File: src/sv/wmf_pkg.sv
`default_nettype none

package wmf_pkg;

  // Field widths
  localparam int unsigned SAMPLE_W = 12;
  localparam int unsigned VREF_W   = 13;
  localparam int unsigned MV_W     = 13;

  // Voltage scaling: (code * vref) >> SCALE_SHIFT
  localparam int unsigned SCALE_SHIFT = 12;
  localparam int unsigned PROD_W      = SAMPLE_W + VREF_W;

  // Defaults
  localparam int unsigned WINDOW_DEF = 4;
  localparam logic [VREF_W-1:0] VREF_RESET = 13'd3300;

  // Link between neighbouring sort cells
  typedef struct packed {
    logic                valid;  // cell holds a sample of the current group
    logic                gt;     // held sample is greater than the incoming one
    logic [SAMPLE_W-1:0] val;    // held sample
  } link_t;

endpackage

`default_nettype wire

File: src/sv/wmf_cell.sv
`default_nettype none

// One cell of the insertion-sort chain. Cells hold the current group in
// ascending order; on an insert each cell keeps, shifts up from its left
// neighbour, or takes the new sample.
module wmf_cell (
  input  wire                               clk,
  input  wire                               rst,
  input  wire                               load,
  input  wire                               restart,
  input  wire  [wmf_pkg::SAMPLE_W-1:0]      din,
  input  wmf_pkg::link_t                    left,
  output wmf_pkg::link_t                    right
);

  logic                         valid;
  logic [wmf_pkg::SAMPLE_W-1:0] val;
  logic                         valid_eff;
  logic                         gt;

  // A finished group is discarded as the next one starts
  assign valid_eff = valid & ~restart;
  assign gt        = valid_eff & (val > din);

  assign right.valid = valid_eff;
  assign right.gt    = gt;
  assign right.val   = val;

  // Occupancy
  always_ff @(posedge clk) begin
    if (rst) begin
      valid <= 1'b0;
    end else if (load) begin
      valid <= valid_eff | left.valid;
    end else if (restart) begin
      valid <= 1'b0;
    end
  end

  // Held sample
  always_ff @(posedge clk) begin
    if (load) begin
      if (valid_eff && !gt) begin
        val <= val;
      end else if (left.gt) begin
        val <= left.val;
      end else if (left.valid) begin
        val <= din;
      end
    end
  end

endmodule

`default_nettype wire

File: src/sv/wmf_scale.sv
`default_nettype none

// Median of the two middle cells, then scaling to millivolts.
module wmf_scale (
  input  wire                               clk,
  input  wire                               rst,
  input  wire                               group_done,
  input  wire  [wmf_pkg::SAMPLE_W-1:0]      lo,
  input  wire  [wmf_pkg::SAMPLE_W-1:0]      hi,
  input  wire  [wmf_pkg::VREF_W-1:0]        vref_mv,
  output logic                              done,
  output logic [wmf_pkg::SAMPLE_W-1:0]      median_code,
  output logic [wmf_pkg::MV_W-1:0]          millivolts
);

  logic                         med_vld;
  logic [wmf_pkg::SAMPLE_W-1:0] med;
  logic [wmf_pkg::SAMPLE_W:0]   sum;
  logic [wmf_pkg::PROD_W-1:0]   prod;

  assign sum  = {1'b0, lo} + {1'b0, hi};
  assign prod = {{wmf_pkg::VREF_W{1'b0}}, med} * {{wmf_pkg::SAMPLE_W{1'b0}}, vref_mv};

  // Strobes
  always_ff @(posedge clk) begin
    if (rst) begin
      med_vld <= 1'b0;
      done    <= 1'b0;
    end else begin
      med_vld <= group_done;
      done    <= med_vld;
    end
  end

  // Median stage: truncating mean of the middle pair
  always_ff @(posedge clk) begin
    if (group_done) begin
      med <= sum[wmf_pkg::SAMPLE_W:1];
    end
  end

  // Scaling stage
  always_ff @(posedge clk) begin
    if (med_vld) begin
      median_code <= med;
      millivolts  <= prod[wmf_pkg::SCALE_SHIFT +: wmf_pkg::MV_W];
    end
  end

endmodule

`default_nettype wire

File: src/sv/windowed_median_adc_filter.sv
`default_nettype none

// Windowed median filter for 12-bit ADC samples.
// Input: a sample is taken at each rising edge with start high and busy low.
// busy stays low, so one sample can be taken in every cycle.
// Samples are gathered in groups of WINDOW; each one is inserted into a
// chain of WINDOW sort cells in the cycle it is taken. When a group is
// complete the two middle cells are averaged (truncated) and the result is
// scaled: millivolts = (median * vref_mv) >> 12.
// Output: done is high for exactly one cycle carrying median_code and
// millivolts; the receiver cannot stall and must take it in that cycle.
// Result path: the last sample of a group enters the cell chain as
// group_done is registered; the median register and output register follow.
// Configuration: vref_mv is written when cfg_valid is high (cfg_ready is
// always high); write it only while no group result is in flight.
// Reset (rst, synchronous): the current group is discarded, vref_mv returns
// to 3300 mV and no result is pending.
module windowed_median_adc_filter #(
  parameter int unsigned WINDOW = wmf_pkg::WINDOW_DEF
) (
  input  wire                               clk,
  input  wire                               rst,
  input  wire                               start,
  output logic                              busy,
  input  wire  [wmf_pkg::SAMPLE_W-1:0]      sample,
  input  wire                               cfg_valid,
  output logic                              cfg_ready,
  input  wire  [wmf_pkg::VREF_W-1:0]        cfg_data,
  output logic                              done,
  output logic [wmf_pkg::SAMPLE_W-1:0]      median_code,
  output logic [wmf_pkg::MV_W-1:0]          millivolts
);

  localparam int unsigned LO_POS = (WINDOW - 1) / 2;
  localparam int unsigned HI_POS = WINDOW / 2;

  logic                         accept;
  logic                         group_done;
  logic [wmf_pkg::VREF_W-1:0]   vref_mv;
  wmf_pkg::link_t               links [WINDOW+1];

  assign busy      = 1'b0;
  assign cfg_ready = 1'b1;
  assign accept    = start & ~busy;

  // Reference voltage register
  always_ff @(posedge clk) begin
    if (rst) begin
      vref_mv <= wmf_pkg::VREF_RESET;
    end else if (cfg_valid && cfg_ready) begin
      vref_mv <= cfg_data;
    end
  end

  // Head of the chain: always open, never greater
  assign links[0].valid = 1'b1;
  assign links[0].gt    = 1'b0;
  assign links[0].val   = '0;

  // Sort cell chain
  for (genvar i = 0; i < WINDOW; i++) begin : g_cell
    wmf_cell u_cell (
      .clk     (clk),
      .rst     (rst),
      .load    (accept),
      .restart (group_done),
      .din     (sample),
      .left    (links[i]),
      .right   (links[i+1])
    );
  end

  // Group complete once the last cell fills
  always_ff @(posedge clk) begin
    if (rst) begin
      group_done <= 1'b0;
    end else begin
      group_done <= accept & links[WINDOW-1].valid;
    end
  end

  wmf_scale u_scale (
    .clk         (clk),
    .rst         (rst),
    .group_done  (group_done),
    .lo          (links[LO_POS+1].val),
    .hi          (links[HI_POS+1].val),
    .vref_mv     (vref_mv),
    .done        (done),
    .median_code (median_code),
    .millivolts  (millivolts)
  );

`ifndef NO_ASSERTIONS
  // A group needs at least two samples, so completions never run back to back
  a_group_spacing: assert property (@(posedge clk) disable iff (rst)
    group_done |=> !group_done)
    else $error("group completion on consecutive cycles");

  // Every result comes from an earlier completed group
  a_result_source: assert property (@(posedge clk) disable iff (rst)
    done |-> $past(group_done, 2))
    else $error("result without a completed group");

  // After any insert the lowest cell is occupied
  a_head_filled: assert property (@(posedge clk) disable iff (rst)
    accept |=> (links[1].valid || group_done))
    else $error("insert left the first cell empty");
`endif

endmodule

`default_nettype wire

File: config.mk
export PLATFORM = sky130hd
export DESIGN_NAME = windowed_median_adc_filter
export DESIGN_NICKNAME = d
export VERILOG_FILES = /design/src/sv/wmf_pkg.sv /design/src/sv/wmf_cell.sv /design/src/sv/wmf_scale.sv /design/src/sv/windowed_median_adc_filter.sv
export SDC_FILE = /design/constraint.sdc
export NUM_CORES = 1
export LEC_CHECK = 0
export BUFFER_PORTS_ARGS = -buffer_cell sky130_fd_sc_hd__buf_2
export CAP_MARGIN = 20
export CORE_ASPECT_RATIO = 0.8
export CORE_UTILIZATION = 55
export CTS_CLUSTER_DIAMETER = 40
export CTS_CLUSTER_SIZE = 25
export DETAILED_ROUTE_END_ITERATION = 12
export MAX_ROUTING_LAYER = met4
export PLACE_DENSITY = 0.78
export SLEW_MARGIN = 10
export SYNTH_ARGS = -nofsm -noshare
export SYNTH_HDL_FRONTEND = slang
export SYNTH_HIERARCHICAL = 1
export SYNTH_SLANG_ARGS = --single-unit
File: constraint.sdc
create_clock -name clk -period 6.7 [get_ports clk]
set_input_delay 1.005 -clock clk [delete_from_list [all_inputs] [get_ports clk]]
set_output_delay 1.005 -clock clk [all_outputs]
set_load 0.05 [all_outputs]
==> flow_summary.ini <==
[place]
dp_hpwl_mm = 15.17
pre_cts_ws_ns = 0.9398
place_congestion = 0.8899
dp.cells = 1219
placed_area_um2 = 9915
port_buffers = 54

[sta]
slew_headroom_pct = 46.22
hold_slack_ns = 0.5668
fin_ws_ns = 0.9220
tightest_slew_ns = 0.8056
hold_viol = 0
finalCritPeriodShare_pct = 86.24
max_freq_mhz = 173.1
setup_viol = 0
finalSetupTns_ns = 0
slew_viol_final = 0
rsz0062_at_grt = false
skew_ns = 0.01260
layout_min_cycle_time_ns = 5.778

[critical_path]
crit_fanout = 14
crit_arrival_ns = 5.89
rr_worst_depth = 19
reg2reg_to = u_scale/millivolts[11]$_DFFE_PP_
r2r_setup_slack_ns = 0.92
crit_path_end = u_scale/millivolts[11]$_DFFE_PP_
start_kind = flop
worstPathRequired_ns = 6.82
rr_startpoint = u_scale/med[8]$_DFFE_PP_
worstSetupPathType = reg -> reg
end_kind = flop
crit_start = u_scale/med[8]$_DFFE_PP_

[global_route]
overflow = 0
grt_pass1_vias = 6868
grt_usage_pct = 24.91
grt_pass1_wl_mm = 33.07
grt_max_degree = 27
antenna_found_initial = 0

[finish]
fin_area_um2 = 10190
layout-drive-gt1-share_pct = 9.360
nets = 1255
syn_to_final_growth_pct = 7.823
diodes = 0
fin_util_pct = 61.18
final_common_cell = inv_1
finalNonFillerCells = 1235
fill_cells = 1411
layout_common_cells = 185 x inv_1, 140 x nand2_1, 110 x fa_1

[clocking]
cts-root-buf = clkbuf_16
path_clk_slew_ns = 0.07
clk_latency_ns = 0.36
clock_sinks = 92
post_cts_resize_count = 0
cts_buffer_depth = 2
numCtsBuffers = 9
tritoncts = built
cts_hold_buf = 0
cts_setup_buffers = 0
htreeDepth = 3

[detailed_routing]
drt-initial-drc-count = 366
viasPerCell = 5.398
wl_per_cell_um = 15.66
drtAntennaViolNets = 0
route.detailed.drc = 0
routed-via-count = 6667
firstDrtPassIters = 7
wirelength_mm = 19.35

[floorplanning]
core_um2 = 16660
io_pins = 57
die_w_um = 148.6
initial_utilization_pct = 56.74
dieArea_um2 = 17720
die_y_um = 119.3
fp-row-count = 42

[power_and_ir_drop]
p_int_mw = 1.444
p_leak_nw = 4.903
powerDensity_nw_per_um2 = 233.4
swShare_pct = 39.31
switching_power_uw = 935.1
p_total_mw = 2.379
vdd_drop_max_mv = 0.1577
pwr-share-seq_pct = 30.5
p_clk_share_pct = 20.8
power_frac_comb_pct = 48.8

[worst_hold_path]
hold_path_class = reg -> reg
hold_depth = 3

[synthesis]
syn_area_per_cell_um2 = 9.835
synth_warnings = 6
netlist_instances = 961
syn_area_um2 = 9452

[flow_run]
max_cap_violations = 0

[outcome]
status = complete, no violations
## layout make-up
type,instances,area (um2),share of cell area (%)
inverter,185,694.4,6.814
clock inverter,6,47.55,0.4665
timing repair buffer,59,307.8,3.020
clock buffer,10,229.0,2.247
tap,220,275.3,2.701
multi-input combinational,663,6065,59.51
sequential,92,2572,25.24
## worst max-delay path, stage by stage (launching register included)
cell	delay, ns
edfxtp_1	0.58
and2_1	0.24
fa_1	0.54
inv_1	0.05
fa_1	0.50
inv_1	0.05
fa_1	0.51
fa_1	0.54
inv_1	0.06
fa_1	0.54
inv_1	0.05
ha_1	0.32
nand2_1	0.07
o21ai_0	0.22
a31oi_1	0.11
a2111oi_4	0.51
o2111ai_1	0.23
nand3b_1	0.17
a21oi_1	0.09
xnor2_1	0.12
## how the worst min path moves through the flow
stage | startpoint | end
floorplan | u_scale/med[4]$_DFFE_PP_ | u_scale/median_code[4]$_DFFE_PP_
global placement | g_cell[0].u_cell/val[8]$_DFFE_PP_ | g_cell[1].u_cell/val[8]$_DFFE_PP_
detailed placement | g_cell[2].u_cell/valid$_SDFFE_PP0P_ | group_done$_SDFF_PP0_
CTS | g_cell[2].u_cell/valid$_SDFFE_PP0P_ | group_done$_SDFF_PP0_
global route | g_cell[2].u_cell/valid$_SDFFE_PP0P_ | group_done$_SDFF_PP0_
finish | g_cell[2].u_cell/valid$_SDFFE_PP0P_ | group_done$_SDFF_PP0_
## state kept, by name (all words and copies together) (netlist names)
register and count:
g_cell.u_cell/val 36, u_scale/millivolts 13, vref_mv 13, u_scale/med 12, u_scale/median_code 12, g_cell.u_cell/valid 3
group_done 1, u_scale/done 1, u_scale/med_vld 1
## power by group through the flow
stage	Combinational, mW	Sequential, mW	Clock [mW]
floorplan	0.919	0.719	0
global placement	1.11	0.735	0
detailed placement	1.15	0.736	0
CTS	1.16	0.723	0.506
global route	1.31	0.727	0.529
finish	1.16	0.725	0.494
## per-layer routing
layer	wire (um)	share of wire (%)	up-vias	track usage (%)
met5	0	0	-	-
met1	8791	45	3256	33.55
met4	339	1.8	0	6.057
li1	-	-	3164	-
met2	9011	47	212	39.08
met3	1203	6.2	35	4.521
Note: power is estimated with default switching activity, not from simulation.
